--- config.mk ---
export PLATFORM = sky130hd
export DESIGN_NAME = lru_key_value_cache
export DESIGN_NICKNAME = d
export VERILOG_FILES = /design/src/rtl/core/lkv_pkg.sv /design/src/rtl/core/lru_key_value_cache.sv /design/src/rtl/core/lkv_ram.sv /design/src/rtl/core/lkv_ctrl.sv /design/src/rtl/core/lkv_dp.sv
export SDC_FILE = /design/constraint.sdc
export NUM_CORES = 1
export LEC_CHECK = 0
export BUFFER_PORTS_ARGS = -buffer_cell sky130_fd_sc_hd__buf_2
export CAP_MARGIN = 40
export CORE_ASPECT_RATIO = 0.7
export CORE_MARGIN = 5
export CORE_UTILIZATION = 45
export DETAILED_ROUTE_END_ITERATION = 7
export HOLD_SLACK_MARGIN = 0.03
export SLEW_MARGIN = 25
export SYNTH_ARGS = -nofsm -noshare
export SYNTH_HDL_FRONTEND = slang
export SYNTH_SLANG_ARGS = --single-unit
--- constraint.sdc ---
create_clock -name clk -period 18.1 [get_ports clk]
set_clock_uncertainty 0.05 [all_clocks]
set_input_delay 0.905 -clock clk [delete_from_list [all_inputs] [get_ports clk]]
set_output_delay 0.905 -clock clk [all_outputs]
set_load 0.05 [all_outputs]
--- src/rtl/core/lkv_pkg.sv ---
`default_nettype none
// ----------------------------------------------------------------------------
// lkv_pkg: shared types for the lru key-value cache
// Request and response words, controller states, and the command and status
// bundles between the controller and the datapath.
// ----------------------------------------------------------------------------
package lkv_pkg;

    localparam logic        REQ_GET    = 1'b0;
    localparam logic        REQ_SET    = 1'b1;
    localparam logic [31:0] MISS_VALUE = 32'hFFFF_FFFF;
    localparam logic [4:0]  CAP_RESET  = 5'd16;

    typedef struct packed {
        logic               req_type;
        logic signed [31:0] key;
        logic signed [31:0] value;
    } req_t;

    typedef struct packed {
        logic signed [31:0] read_value;
        logic               hit;
        logic               evicted;
        logic signed [31:0] evicted_key;
    } rsp_t;

    typedef enum logic [2:0] {
        ST_IDLE,
        ST_SCAN,
        ST_SCAN_END,
        ST_DECIDE,
        ST_UPD,
        ST_UPD_END,
        ST_RESP
    } state_t;

    typedef struct packed {
        logic load;
        logic issue;
        logic upd;
        logic decide;
    } cmd_t;

    typedef struct packed {
        logic last;
        logic is_set;
    } status_t;

endpackage
`default_nettype wire

--- src/rtl/core/lru_key_value_cache.sv ---
`default_nettype none
// ----------------------------------------------------------------------------
// lru_key_value_cache: fully associative key-value cache, lru replacement
// Top level joining the request sequencer and the datapath.
// ----------------------------------------------------------------------------
// A request word is taken when start is high and busy is low; busy stays high
// until its response word has been shown. The response is on rsp for exactly
// one cycle with done high, and the receiver cannot stall it. Each request
// walks the key and rank rams one entry per cycle: a get scans them once,
// then decides and responds; a set also makes a second walk, the
// read-modify-write of the rank ram. Capacity is written through cfg_valid/
// cfg_data; the user must write it only while no request is in flight, the
// block does not enforce this. Zero acts as one, above ENTRIES as ENTRIES.
module lru_key_value_cache #(
    parameter int ENTRIES = 16
) (
    input  wire logic          clk,
    input  wire logic          rst_n,
    input  wire logic          start,
    output logic               busy,
    input  wire lkv_pkg::req_t req,
    output logic               done,
    output lkv_pkg::rsp_t      rsp,
    input  wire logic          cfg_valid,
    output logic               cfg_ready,
    input  wire logic [4:0]    cfg_data
);

    import lkv_pkg::*;

    cmd_t    cmd;
    status_t status;

    lkv_ctrl u_ctrl (
        .clk    (clk),
        .rst_n  (rst_n),
        .start  (start),
        .busy   (busy),
        .done   (done),
        .status (status),
        .cmd    (cmd)
    );

    lkv_dp #(
        .ENTRIES (ENTRIES)
    ) u_dp (
        .clk       (clk),
        .rst_n     (rst_n),
        .req       (req),
        .rsp       (rsp),
        .cfg_valid (cfg_valid),
        .cfg_ready (cfg_ready),
        .cfg_data  (cfg_data),
        .cmd       (cmd),
        .status    (status)
    );

endmodule
`default_nettype wire

--- src/rtl/core/lkv_ram.sv ---
`default_nettype none
// ----------------------------------------------------------------------------
// lkv_ram: generic simple dual-port ram
// One write port, one read port, read data registered.
// ----------------------------------------------------------------------------
module lkv_ram #(
    parameter int WIDTH = 32,
    parameter int DEPTH = 16
) (
    input  wire logic                                    clk,
    input  wire logic                                    we,
    input  wire logic [((DEPTH > 1) ? $clog2(DEPTH) : 1)-1:0] waddr,
    input  wire logic [WIDTH-1:0]                        wdata,
    input  wire logic [((DEPTH > 1) ? $clog2(DEPTH) : 1)-1:0] raddr,
    output logic      [WIDTH-1:0]                        rdata
);

    logic [WIDTH-1:0] mem [DEPTH];

    always_ff @(posedge clk)
    begin
        if (we)
        begin
            mem[waddr] <= wdata;
        end
        rdata <= mem[raddr];
    end

endmodule
`default_nettype wire

--- src/rtl/core/lkv_ctrl.sv ---
`default_nettype none
// ----------------------------------------------------------------------------
// lkv_ctrl: request sequencer
// Steps one request through the tag scan, the decision, the rank update
// pass (for a set only) and the response cycle.
// ----------------------------------------------------------------------------
module lkv_ctrl (
    input  wire logic             clk,
    input  wire logic             rst_n,
    input  wire logic             start,
    output logic                  busy,
    output logic                  done,
    input  wire lkv_pkg::status_t status,
    output lkv_pkg::cmd_t         cmd
);

    import lkv_pkg::*;

    state_t state_reg;
    state_t state_next;

    always_ff @(posedge clk or negedge rst_n)
    begin
        if (!rst_n)
        begin
            state_reg <= ST_IDLE;
        end
        else
        begin
            state_reg <= state_next;
        end
    end

    always_comb
    begin
        state_next = state_reg;
        cmd        = '0;
        busy       = 1'b1;
        done       = 1'b0;
        unique case (state_reg)
            ST_IDLE:
            begin
                busy = 1'b0;
                if (start)
                begin
                    cmd.load   = 1'b1;
                    state_next = ST_SCAN;
                end
            end
            ST_SCAN:
            begin
                cmd.issue = 1'b1;
                if (status.last)
                begin
                    state_next = ST_SCAN_END;
                end
            end
            ST_SCAN_END:
            begin
                state_next = ST_DECIDE;
            end
            ST_DECIDE:
            begin
                cmd.decide = 1'b1;
                state_next = status.is_set ? ST_UPD : ST_RESP;
            end
            ST_UPD:
            begin
                cmd.issue = 1'b1;
                cmd.upd   = 1'b1;
                if (status.last)
                begin
                    state_next = ST_UPD_END;
                end
            end
            ST_UPD_END:
            begin
                state_next = ST_RESP;
            end
            ST_RESP:
            begin
                done       = 1'b1;
                state_next = ST_IDLE;
            end
            default:
            begin
                state_next = ST_IDLE;
            end
        endcase
    end

endmodule
`default_nettype wire

--- src/rtl/core/lkv_dp.sv ---
`default_nettype none
// ----------------------------------------------------------------------------
// lkv_dp: cache datapath
// Key, data and rank rams, valid bits, occupancy, capacity register, scan
// trackers and the response word.
// ----------------------------------------------------------------------------
module lkv_dp #(
    parameter int ENTRIES = 16
) (
    input  wire logic             clk,
    input  wire logic             rst_n,
    input  wire lkv_pkg::req_t    req,
    output lkv_pkg::rsp_t         rsp,
    input  wire logic             cfg_valid,
    output logic                  cfg_ready,
    input  wire logic [4:0]       cfg_data,
    input  wire lkv_pkg::cmd_t    cmd,
    output lkv_pkg::status_t      status
);

    import lkv_pkg::*;

    localparam int AW = (ENTRIES > 1) ? $clog2(ENTRIES) : 1;
    localparam int OW = $clog2(ENTRIES + 1);
    localparam int CW = (OW > 5) ? OW : 5;

    // control state
    logic [AW-1:0]      idx_reg,        idx_next;
    logic               chk_vld_reg;
    logic               chk_upd_reg;
    logic [ENTRIES-1:0] valid_reg,      valid_next;
    logic [OW-1:0]      occ_reg,        occ_next;
    logic [4:0]         cap_reg;
    logic               hit_reg,        hit_next;
    logic               lru_found_reg,  lru_found_next;
    logic               free_found_reg, free_found_next;
    logic               ev_reg,         ev_next;

    // payload
    logic [AW-1:0]      chk_idx_reg;
    req_t               req_reg;
    logic [AW-1:0]      match_reg,      match_next;
    logic [AW-1:0]      match_rank_reg, match_rank_next;
    logic [AW-1:0]      lru_idx_reg,    lru_idx_next;
    logic [AW-1:0]      lru_rank_reg,   lru_rank_next;
    logic [31:0]        lru_key_reg,    lru_key_next;
    logic [AW-1:0]      free_idx_reg,   free_idx_next;
    logic [AW-1:0]      target_reg,     target_next;
    logic [31:0]        evk_reg,        evk_next;

    logic [31:0]   key_rdata;
    logic [31:0]   data_rdata;
    logic [AW-1:0] rank_rdata;
    logic          key_we;
    logic          data_we;
    logic          rank_we;
    logic [AW-1:0] rank_wdata;
    logic [AW-1:0] tgt;
    logic [CW-1:0] cap_ext;
    logic [CW-1:0] cap_eff;
    logic          evict;
    logic          chk_valid;
    logic          is_set;

    assign is_set    = (req_reg.req_type == REQ_SET);
    assign cfg_ready = 1'b1;
    assign chk_valid = valid_reg[chk_idx_reg];

    assign status.last   = (idx_reg == AW'(ENTRIES - 1));
    assign status.is_set = is_set;

    // capacity clamped to 1 .. ENTRIES
    always_comb
    begin
        cap_ext = CW'(cap_reg);
        priority if (cap_ext == '0)
        begin
            cap_eff = CW'(1);
        end
        else if (cap_ext > CW'(ENTRIES))
        begin
            cap_eff = CW'(ENTRIES);
        end
        else
        begin
            cap_eff = cap_ext;
        end
    end

    assign evict = !hit_reg && lru_found_reg && (CW'(occ_reg) >= cap_eff);

    // slot that the set writes: the hit slot, else lowest invalid slot after any eviction
    always_comb
    begin
        priority if (hit_reg)
        begin
            tgt = match_reg;
        end
        else if (evict)
        begin
            tgt = (free_found_reg && (free_idx_reg < lru_idx_reg)) ? free_idx_reg
                                                                   : lru_idx_reg;
        end
        else
        begin
            tgt = free_idx_reg;
        end
    end

    assign key_we  = cmd.decide && is_set && !hit_reg;
    assign data_we = cmd.decide && is_set;
    assign rank_we = chk_vld_reg && chk_upd_reg;

    // rank update: touched slot becomes 0, younger entries age by one (all valid ones on a miss)
    always_comb
    begin
        priority if (chk_idx_reg == target_reg)
        begin
            rank_wdata = '0;
        end
        else if (chk_valid && (!hit_reg || (rank_rdata < match_rank_reg)))
        begin
            rank_wdata = rank_rdata + AW'(1);
        end
        else
        begin
            rank_wdata = rank_rdata;
        end
    end

    always_comb
    begin
        idx_next        = idx_reg;
        valid_next      = valid_reg;
        occ_next        = occ_reg;
        hit_next        = hit_reg;
        lru_found_next  = lru_found_reg;
        free_found_next = free_found_reg;
        ev_next         = ev_reg;
        match_next      = match_reg;
        match_rank_next = match_rank_reg;
        lru_idx_next    = lru_idx_reg;
        lru_rank_next   = lru_rank_reg;
        lru_key_next    = lru_key_reg;
        free_idx_next   = free_idx_reg;
        target_next     = target_reg;
        evk_next        = evk_reg;

        if (cmd.issue)
        begin
            idx_next = status.last ? '0 : idx_reg + AW'(1);
        end

        if (cmd.load)
        begin
            hit_next        = 1'b0;
            lru_found_next  = 1'b0;
            free_found_next = 1'b0;
        end

        // scan check, in the cycle after the ram read of each entry
        if (chk_vld_reg && !chk_upd_reg)
        begin
            if (chk_valid && (key_rdata == req_reg.key) && !hit_reg)
            begin
                hit_next        = 1'b1;
                match_next      = chk_idx_reg;
                match_rank_next = rank_rdata;
            end
            if (chk_valid && (!lru_found_reg || (rank_rdata > lru_rank_reg)))
            begin
                lru_found_next = 1'b1;
                lru_idx_next   = chk_idx_reg;
                lru_rank_next  = rank_rdata;
                lru_key_next   = key_rdata;
            end
            if (!chk_valid && !free_found_reg)
            begin
                free_found_next = 1'b1;
                free_idx_next   = chk_idx_reg;
            end
        end

        if (cmd.decide)
        begin
            ev_next     = is_set && evict;
            evk_next    = (is_set && evict) ? lru_key_reg : '0;
            target_next = tgt;
            if (is_set && !hit_reg)
            begin
                if (evict)
                begin
                    valid_next[lru_idx_reg] = 1'b0;
                end
                else
                begin
                    occ_next = occ_reg + OW'(1);
                end
                valid_next[tgt] = 1'b1;
            end
        end
    end

    always_ff @(posedge clk or negedge rst_n)
    begin
        if (!rst_n)
        begin
            idx_reg        <= '0;
            chk_vld_reg    <= 1'b0;
            chk_upd_reg    <= 1'b0;
            valid_reg      <= '0;
            occ_reg        <= '0;
            cap_reg        <= CAP_RESET;
            hit_reg        <= 1'b0;
            lru_found_reg  <= 1'b0;
            free_found_reg <= 1'b0;
            ev_reg         <= 1'b0;
        end
        else
        begin
            idx_reg        <= idx_next;
            chk_vld_reg    <= cmd.issue;
            chk_upd_reg    <= cmd.upd;
            valid_reg      <= valid_next;
            occ_reg        <= occ_next;
            hit_reg        <= hit_next;
            lru_found_reg  <= lru_found_next;
            free_found_reg <= free_found_next;
            ev_reg         <= ev_next;
            if (cfg_valid && cfg_ready)
            begin
                cap_reg <= cfg_data;
            end
        end
    end

    always_ff @(posedge clk)
    begin
        chk_idx_reg    <= idx_reg;
        match_reg      <= match_next;
        match_rank_reg <= match_rank_next;
        lru_idx_reg    <= lru_idx_next;
        lru_rank_reg   <= lru_rank_next;
        lru_key_reg    <= lru_key_next;
        free_idx_reg   <= free_idx_next;
        target_reg     <= target_next;
        evk_reg        <= evk_next;
        if (cmd.load)
        begin
            req_reg <= req;
        end
    end

    lkv_ram #(
        .WIDTH (32),
        .DEPTH (ENTRIES)
    ) u_key_ram (
        .clk   (clk),
        .we    (key_we),
        .waddr (tgt),
        .wdata (req_reg.key),
        .raddr (idx_reg),
        .rdata (key_rdata)
    );

    lkv_ram #(
        .WIDTH (32),
        .DEPTH (ENTRIES)
    ) u_data_ram (
        .clk   (clk),
        .we    (data_we),
        .waddr (tgt),
        .wdata (req_reg.value),
        .raddr (match_reg),
        .rdata (data_rdata)
    );

    lkv_ram #(
        .WIDTH (AW),
        .DEPTH (ENTRIES)
    ) u_rank_ram (
        .clk   (clk),
        .we    (rank_we),
        .waddr (chk_idx_reg),
        .wdata (rank_wdata),
        .raddr (idx_reg),
        .rdata (rank_rdata)
    );

    // data ram read address settles on the hit slot before the response cycle
    always_comb
    begin
        rsp.hit         = hit_reg;
        rsp.evicted     = ev_reg;
        rsp.evicted_key = evk_reg;
        if (is_set)
        begin
            rsp.read_value = '0;
        end
        else if (hit_reg)
        begin
            rsp.read_value = data_rdata;
        end
        else
        begin
            rsp.read_value = MISS_VALUE;
        end
    end

endmodule
`default_nettype wire
**Yosys cells after proc, flatten, opt, wreduce, memory -nomap -nowiden**

Memories as Yosys holds them, arrays and structs flattened. A register that Yosys moved wholly into a read port is not among the register bits.
Cells that the tools add are included.

- Register bits: 196
- RAM bits: 1088
- Bits of input ports: 74
- Output and inout port bits: 69
- Logic and storage cells: 133
- Memories kept: 3

- Add/subtract/negate cells: 3
- $lt $le $gt $ge: 10
- Equality and inequality tests: 12
- Muxes and demuxes: 46
- Bitwise logic cells: 4
- Reduce and logical (&&, ||, !) cells: 32

Memory list:

| name | words | width | read ports | clocked after Yosys merged registers in | write ports | RTL line | RTL |
|---|---|---|---|---|---|---|---|
| u_dp.u_data_ram.mem | 16 | 32 | 1 | 1 | 1 | lkv_ram.sv:18 | `logic [WIDTH-1:0] mem [DEPTH];` |
| u_dp.u_key_ram.mem | 16 | 32 | 1 | 1 | 1 | lkv_ram.sv:18 |  |
| u_dp.u_rank_ram.mem | 16 | 4 | 1 | 1 | 1 | lkv_ram.sv:18 |  |

Operator list:

| cell | number |
|---|---|
| 32-bit two-way mux | 2 |
| 16-bit two-way mux | 3 |
| 32-bit == test | 1 |
| 1-bit two-way mux | 25 |
| 4-bit two-way mux | 6 |
| 3-bit case mux with 6 select lines | 1 |
| 16-bit bitwise AND | 1 |
| 1-bit logical AND | 16 |
| 16-bit inverter | 1 |
| 16-bit bitwise OR | 1 |
| 4-bit by 5-bit < comparator with 1-bit output (second input constant) | 3 |
| 5-bit two-way mux | 2 |
| 3-bit == test (second input constant) | 3 |
| 3-bit two-way mux | 3 |
| 4-bit by 1-bit adder with 4-bit output (second input constant) | 2 |
| 1-bit demux with 4-bit select | 2 |
| 4-bit by 1-bit greater-or-equal comparator with 1-bit output (second input constant) | 2 |
| 4-bit < comparator | 2 |
| 2-bit AND reduction | 4 |
| 3-bit by 2-bit == test with 1-bit output (second input constant) | 2 |
| 3-bit AND reduction | 2 |
| 5-bit by 1-bit adder with 5-bit output (second input constant) | 1 |
| 5-bit greater-or-equal comparator | 1 |
| 5-bit > comparator (second input constant) | 1 |
| other kinds (14) | 20 |

**Depth between registers and ports, before layout**

Gate-level depths: netlist of the first run.

- Depth after elaboration: 12
- Mapped depth: 12
- Mapped depth without buffers: 11

**Modules after synthesis**

From an unflattened synthesis of the first run, not the netlist that was laid out.

- Cell total of the unflattened synthesis: 2393
- Area total of the unflattened synthesis: 50612.3 um^2

Modules (own cells, without submodules):

| module | instances | cells an instance | area each (um^2) | sequential area each (um^2) |
|---|---|---|---|---|
| lkv_ram at u_dp.u_key_ram | 1 | 838 | 19854.0 | 16015.4 |
| lkv_ram at u_dp.u_data_ram | 1 | 838 | 19835.3 | 16015.4 |
| lkv_dp | 1 | 561 | 8044.0 | 5576.6 |
| lkv_ram at u_dp.u_rank_ram | 1 | 130 | 2666.3 | 2001.9 |
| lkv_ctrl | 1 | 26 | 212.7 | 75.1 |

**Least setup slack after synthesis of the first run**

OpenSTA, ideal clock, no wires.

- Path type: register to register
- Start point: reg u_dp.cap_reg[1], in the netlist u_dp.cap_ext[1]
- End point: mem u_dp.u_data_ram.mem[10][0], enable pin
- Setup time: 0.503 ns
- Arrival time: 5.318 ns
- Data required time: 17.547 ns
- Setup slack: 12.229 ns
- Stages on the path, launching flop included: 12
- Buffers on the path: 1
- Clock period less this slack: 5.871 ns
- Path through: dfrtp_1 > nor3_1 > nor2_1 > nor2_1 > ha_1 > nand2b_1 > a211oi_2 > o21ai_4 > a32o_1 > or2_4 > buf_6 > nor4_1

- Cells in the longest elaborated chain, start to end: 7
- Elaborated cells between the ends (all ways): 8
- Those cells by class: order compare: 2; mux: 4; reduce/logical: 2

Ends and longest elaborated chain:

| item | RTL line | RTL |
|---|---|---|
| from (decl) | lkv_dp.sv:33 | `logic [4:0] cap_reg;` |
| from (signal assigned) | lkv_dp.sv:232 | `cap_reg <= cfg_data;` |
| 5-bit > comparator | lkv_dp.sv:80 | `else if (cap_ext > CW'(ENTRIES))` |
| 5-bit two-way mux | lkv_dp.sv:80 |  |
| 5-bit two-way mux * | lkv_dp.sv:76 | `priority if (cap_ext == '0)` |
| 5-bit greater-or-equal comparator * | lkv_dp.sv:90 | `assign evict = !hit_reg && lru_found_reg && (CW'(occ_reg) >= cap_eff);` |
| 1-bit logical AND * | lkv_dp.sv:90 |  |
| 4-bit two-way mux * | lkv_dp.sv:99 | `else if (evict)` |
| 4-bit two-way mux * | lkv_dp.sv:95 | `priority if (hit_reg)` |
| via u_dp.tgt[2] | lkv_dp.sv:58 | `logic [AW-1:0] tgt;` |
| to (decl) | lkv_ram.sv:18 |  |

Mark *: on every way through the listed nets, which the timed path passes. The rest lies on a longest branch.

**Worst setup path after layout of the first run**

- Start point: reg u_dp.lru_idx_reg[1]
- End point: mem u_dp.u_data_ram.mem[8][12], enable pin

- Cells in the longest elaborated chain, start to end: 5

Ends and longest elaborated chain:

| item | RTL line | RTL |
|---|---|---|
| from (decl) | lkv_dp.sv:44 | `logic [AW-1:0] lru_idx_reg, lru_idx_next;` |
| from (signal assigned) | lkv_dp.sv:242 | `lru_idx_reg <= lru_idx_next;` |
| 4-bit < comparator | lkv_dp.sv:101 | `tgt = (free_found_reg && (free_idx_reg < lru_idx_reg)) ? free_idx_reg` |
| 1-bit logical AND | lkv_dp.sv:101 |  |
| 4-bit two-way mux * | lkv_dp.sv:101 |  |
| 4-bit two-way mux * | lkv_dp.sv:99 |  |
| 4-bit two-way mux * | lkv_dp.sv:95 |  |
| via u_dp.tgt[1] | lkv_dp.sv:58 |  |

Marked as above.

==> flow_summary_export.csv, run 1 <==
group,metric,value,unit
outcome,status,"completed",
power_and_ir_drop,p_per_area,135,mW/mm2
final_layout,antenna_cells,0,
place,dp_hpwl,61000,um
cts,cts_setup_buffers,0,
routing,via_per_inst,5.60,
routing,wire_per_inst,26.3,um
final_layout,final_common_cell,"edfxtp_1",
floorplan,dieArea,0.119,mm2
grt,overflow,0,
worst_setup_path,critPathCaptureType,"flip-flop",
worst_setup_path,worstPathMaxFanout,32,
routing,ant_nets,0,
worst_setup_path,cp_common_cell,"o211ai_1",
floorplan,fp.coreArea,0.112,mm2
cts,clock_sinks,1352,
timing,period_needed,4360,ps
worst_hold_path,hold_path_end,"u_dp.req_reg[60]",
timing,slew_headroom,0.455,
synth,yosysSeqAreaShare,0.784,
synth,yosys_warnings,0,
final_layout,layout_common_cells,"edfxtp_1 (1241), mux4_2 (344), buf_2 (143)",
grt,antenna_found_initial,1,
timing,rsz0062_at_grt,"no",
timing,drv_slew,0,
floorplan,start_util,0.451,
floorplan,rows,103,
final_layout,regArea,0.0397,mm2
run,drv_cap,0,
cts,htreeDepth,3,
cts,holdBufCountCts,1,
worst_setup_path,cp_cell_sequence,"inv_1 -> ha_1 -> o211ai_1 -> o211ai_1 -> nor2b_1 -> a21oi_1 -> and2_1 -> inv_2 -> nor4_2 -> buf_4",
floorplan,ioPinCount,143,
worst_hold_path,min_from,"req[60]",
routing,via_count,22883,
cts,postCtsResizedCells,0,
grt,grt_pass1_wl,159000,um
worst_setup_path,rr_endpoint,"u_dp.u_data_ram.mem[8][12]",
worst_setup_path,r2r_start,"u_dp.lru_idx_reg[1]",
floorplan,chipHeight,291,um
timing,period_share,0.241,
routing,drcViolationCount,0,
synth,ys_ff_latch,1352,
final_layout,syn2layout_area_growth,13.8,%
worst_setup_path,r2r_cells,10,
synth,async_flop_share,0.0288,
routing,wirelength,107000,um
timing,fmax,230,MHz
cts,cts_buffers,120,
synth,synth_fp_nets,2329,
place,routabilityCongestion,0.775,
worst_setup_path,slowest_stage,"o211ai_1",
timing,tightest_slew,814,ps
cts,cts-root-buf,"clkbuf_16",
synth,synthCells,2237,
worst_setup_path,slowest_delay,680,ps
worst_setup_path,worstPathRequired,18350,ps
worst_hold_path,hold_path_class,"in2reg",
cts,cts_tree,"yes",
synth,synth_edf_count,1241,
synth,syn_avg_cell_area,22.6,um2
final_layout,fin_area,0.0576,mm2
final_layout,reg.largest.list,"u_dp.u_data_ram.mem x512, u_dp.u_key_ram.mem x512",
final_layout,multi_input_area,0.0104,mm2
synth,synth_cell_types,60,
synth,ys.flop_type,"edfxtp_1",
routing,drt_iter0_markers,2388,
cts,clkTransAtPathRegs,60,ps
final_layout,nFillCells,8614,
worst_setup_path,reg2reg_slack,13740,ps
timing,finalSetupViolCount,0,
power_and_ir_drop,leakage,18.7,nW
worst_setup_path,path_delay_family,"buffers and inverters",
cts,clk_latency,730,ps
worst_setup_path,criticalPathCategory,"reg2reg",
cts,cts_buffer_depth,3,
worst_setup_path,worstPathArrival,4610,ps
worst_hold_path,hold_depth,1,
timing,setup-tns-final,0,ps
place,post_dp_cell_area,0.0536,mm2
final_layout,nets,2550,
grt,grt_max_degree,119,
timing,hold_viol_final,0,
grt,grt_use_total,0.179,
worst_setup_path,path_buf_inv,3,
grt,grt_pass1_vias,23671,
routing,drt_pass1_iterations,5,
synth,synth.cell_area,0.0506,mm2
floorplan,die_w,411,um
place,portBuffers,141,
final_layout,fin_util,0.513,
power_and_ir_drop,peakVddDrop,88.3,uV
worst_setup_path,start_kind,"flip-flop",
final_layout,drive_gt1_frac,0.311,
through the flow:
| step | hold WS [ps] | instances | total power [mW] | setup slack [ps] |
|---|---|---|---|---|
| after floorplan | 322 | 2237 | 4.86 | 12230 |
| after global placement | 392 | 3841 | 5.27 | 13760 |
| after detailed placement | 390 | 3851 | 5.33 | 13780 |
| after CTS | 223 | 4079 | 7.84 | 13790 |
| after global routing | 237 | 4085 | 8.09 | 13530 |
| final | 297 | 4085 | 7.77 | 13740 |
how the worst max path moves through the flow:
stage,from,end,slack [ps],cells past startpoint
floorplan,u_dp.cap_ext[1],u_dp.u_data_ram.mem[10][0],12230,11
finish,u_dp.lru_idx_reg[1],u_dp.u_data_ram.mem[8][12],13740,10
detailed placement,u_dp.cap_ext[2],u_dp.u_key_ram.mem[1][24],13780,12
global placement,u_dp.cap_ext[1],u_dp.u_key_ram.mem[1][18],13760,12
global route,u_dp.cap_ext[1],u_dp.u_data_ram.mem[8][12],13530,13
CTS,u_dp.cap_ext[1],u_dp.u_data_ram.mem[8][6],13790,13
cells in the mapped netlist, types with 9 or more instances:
| library cell | instances | area share |
|---|---|---|
| nor2_1 | 45 | 0.0033 |
| mux4_2 | 344 | 0.15 |
| dfxtp_1 | 72 | 0.028 |
| nor3_1 | 22 | 0.0022 |
| dfrtp_1 | 38 | 0.019 |
| edfxtp_1 | 1241 | 0.74 |
| nand3_1 | 9 | 0.00089 |
| a21oi_1 | 39 | 0.0039 |
| xnor2_1 | 24 | 0.0042 |
| xor2_1 | 19 | 0.0033 |
| o21ai_0 | 25 | 0.0025 |
| buf_2 | 34 | 0.0034 |
| clkbuf_1 | 67 | 0.0050 |
| inv_1 | 54 | 0.0040 |
| nand4_1 | 13 | 0.0016 |
| and3_1 | 36 | 0.0044 |
| ha_1 | 18 | 0.0044 |
| nand2_1 | 22 | 0.0016 |
cell type report:
cell class | instances | share of cell area
Clock buffer | 162 | 0.0568
Clock inverter | 65 | 0.0108
Inverter | 56 | 0.00369
Multi-Input combinational cell | 712 | 0.181
Sequential cell | 1352 | 0.689
Tap cell | 1522 | 0.0330
Timing Repair Buffer | 216 | 0.0256
metal layers:
layer	wire length, um	global-route usage	vias to the layer above
li1	-	-	9742
met1	48700	0.275	12253
met2	49400	0.270	761
met3	7110	0.0325	127
met4	2020	0.0432	0
met5	0	0	-
power breakdown:
group          switching [mW]  leakage (nW)  total [mW]  internal, mW
logic                   0.695          4.47        1.27         0.575
registers               0.256          12.3        3.99          3.74
clock network            1.11          1.90        2.51          1.40
logic make-up after synthesis:
family | share of synthesized area
flops | 0.784
mux | 0.156
simple gates | 0.0200
buf+inv | 0.0146
compound gates | 0.0136
xor+xnor | 0.00744
fa+ha+maj | 0.00445
other cells | 0.0000741
Power figures use the tool's default switching activity.
==> inputs of run 2 (changes only) <==
- clock period: 18.1 -> 3.6 ns (I/O delays scaled with it)
==> run 2 against run 1 <==
Net effect: first-iteration DRC count increased by 16%; power rose to 5.3 times the previous value; sequential power increased to 5.0 times the previous value; global-route usage rose by 1.4 points.
==> flow_summary_export.csv, run 2 (synthesis gave the netlist of run 1 again) <==
group,metric,value,unit
timing,setup-tns-final,0,ps
floorplan,ioPinCount,143,
cts,clkTransAtPathRegs,60,ps
grt,grt_max_degree,67,
run,drv_cap,0,
routing,drt_pass1_iterations,6,
routing,via_count,24239,
grt,grt_pass1_wl,169000,um
final_layout,fin_area,0.0600,mm2
final_layout,syn2layout_area_growth,18.6,%
worst_setup_path,slowest_delay,380,ps
routing,wirelength,115000,um
grt,grt_pass1_vias,24253,
routing,wire_per_inst,27.1,um
final_layout,reg.largest.list,"u_dp.u_data_ram.mem x512, u_dp.u_key_ram.mem x512",
worst_setup_path,worstPathMaxFanout,12,
final_layout,fin_cells,4253,
timing,tightest_slew,806,ps
routing,drcViolationCount,0,
timing,slew_headroom,0.460,
place,post_dp_cell_area,0.0548,mm2
worst_setup_path,cp_common_cell,"buf_4",
worst_setup_path,start_kind,"flip-flop",
cts,cts-root-buf,"clkbuf_16",
place,dp_hpwl,73900,um
floorplan,rows,103,
cts,cts_buffer_depth,3,
timing,finalSetupViolCount,0,
timing,rsz0062_at_grt,"yes",
cts,cts_tree,"yes",
final_layout,nets,2717,
timing,fmax,291,MHz
final_layout,layout_common_cells,"edfxtp_1 (1241), mux4_2 (344), buf_2 (141)",
final_layout,final_common_cell,"edfxtp_1",
routing,via_per_inst,5.70,
final_layout,nFillCells,8468,
floorplan,dieArea,0.119,mm2
timing,drv_slew,0,
routing,drt_iter0_markers,2767,
outcome,status,"completed",
power_and_ir_drop,p_per_area,687,mW/mm2
floorplan,start_util,0.451,
floorplan,fp.coreArea,0.112,mm2
worst_hold_path,hold_path_class,"in2reg",
place,place_inst,3928,
worst_setup_path,slowest_stage,"dfrtp_1",
timing,hold_viol_final,0,
place,portBuffers,141,
worst_setup_path,worstPathRequired,3970,ps
grt,antenna_found_initial,5,
worst_setup_path,critPathCaptureType,"flip-flop",
power_and_ir_drop,leakage,19.7,nW
cts,cts_buffers,131,
final_layout,drive_gt1_frac,0.324,
cts,clk_latency,730,ps
floorplan,die_w,411,um
floorplan,chipHeight,291,um
grt,grt_use_total,0.194,
worst_setup_path,criticalPathCategory,"reg2reg",
grt,overflow,0,
timing,period_share,0.954,
timing,period_needed,3440,ps
worst_setup_path,cp_cell_sequence,"nor3_1 -> nor2_1 -> nor2_1 -> ha_1 -> nand2b_4 -> a211oi_4 -> o21ai_4 -> buf_4 -> a211oi_2 -> o311ai_2 -> buf_4 -> nor4_4 -> buf_4",
place,routabilityCongestion,0.825,
routing,ant_nets,0,
worst_setup_path,worstPathArrival,3810,ps
power_and_ir_drop,peakVddDrop,480,uV
cts,clock_sinks,1352,
cts,htreeDepth,4,
-- run 2: changes by cell type in the layout (fill, tap and decap cells not counted), moves of 11 or more --
cell	before	now
buf_12	6	54
dlygate4sd3_1	1	82
clkinv_2	25	14
buf_4	58	95
clkbuf_16	121	137
-- run 2: repair_timing --
action	CTS	global route
endpoints found under the setup margin	0	28
endpoints found under the hold margin	113	0
hold buffers	82	0
gates resized for setup	0	0
setup buffers	0	2
-- run 2: critical path, delay by kind of cell, from the launching register on --
kind	cells	cell delay (ps)
compound gates	4	880
flops	1	380
fa+ha+maj	1	240
simple gates	5	800
buf+inv	3	770
-- run 2: power by group --
group	switching, mW	internal [mW]	total (mW)
Combinational	4.01	3.16	7.17
Clock	5.82	8.11	13.9
Sequential	1.34	18.8	20.1
-- run 2: area by class of cell --
cell class	instances	area, um2	area share
flip-flops and latches	1352	39700	0.661
multi-input cells	712	10500	0.176
inverters	56	213	0.00354
well taps	1522	1900	0.0317
repair buffers	372	3320	0.0553
clock buffers	176	3650	0.0609
clock inverters	62	709	0.0118
diodes	1	2.50	0.0000417
-- run 2: metrics by stage --
stage	utilization	setup slack (ps)	power, mW	hold slack [ps]
2_1_floorplan	-	-866	24.6	-166
6_report	0.535	164	41.2	103
5_1_grt	0.535	-9.77	42.8	76.8
3_5_place_dp	0.488	138	27.5	23.8
4_1_cts	0.534	98.1	41.5	33.0
3_3_place_gp	0.488	107	27.4	292
-- run 2: layer usage --
metal,up-vias,global-route usage,routed length (um)
met3,143,0.0546,10600
met1,12971,0.302,52500
met5,-,0,13
met4,2,0.0547,2310
li1,10104,-,-
met2,1019,0.267,49900
-- run 2: worst paths after layout --
check,start,end,slack (ps),cells after the start
setup / recovery,u_dp.cap_ext[3],u_dp.u_data_ram.mem[8][2],160,13
max in group asynchronous,rst_n,u_dp.cap_ext[1],2100,4
setup reg to reg,u_dp.cap_ext[3],u_dp.u_data_ram.mem[8][2],160,13
min in group asynchronous,rst_n,u_dp.cap_ext[4],510,3
hold reg to reg,u_dp.u_key_ram.rdata[18],u_dp.lru_key_reg[18],390,0
hold / removal,req[0],u_dp.req_reg[0],100,2
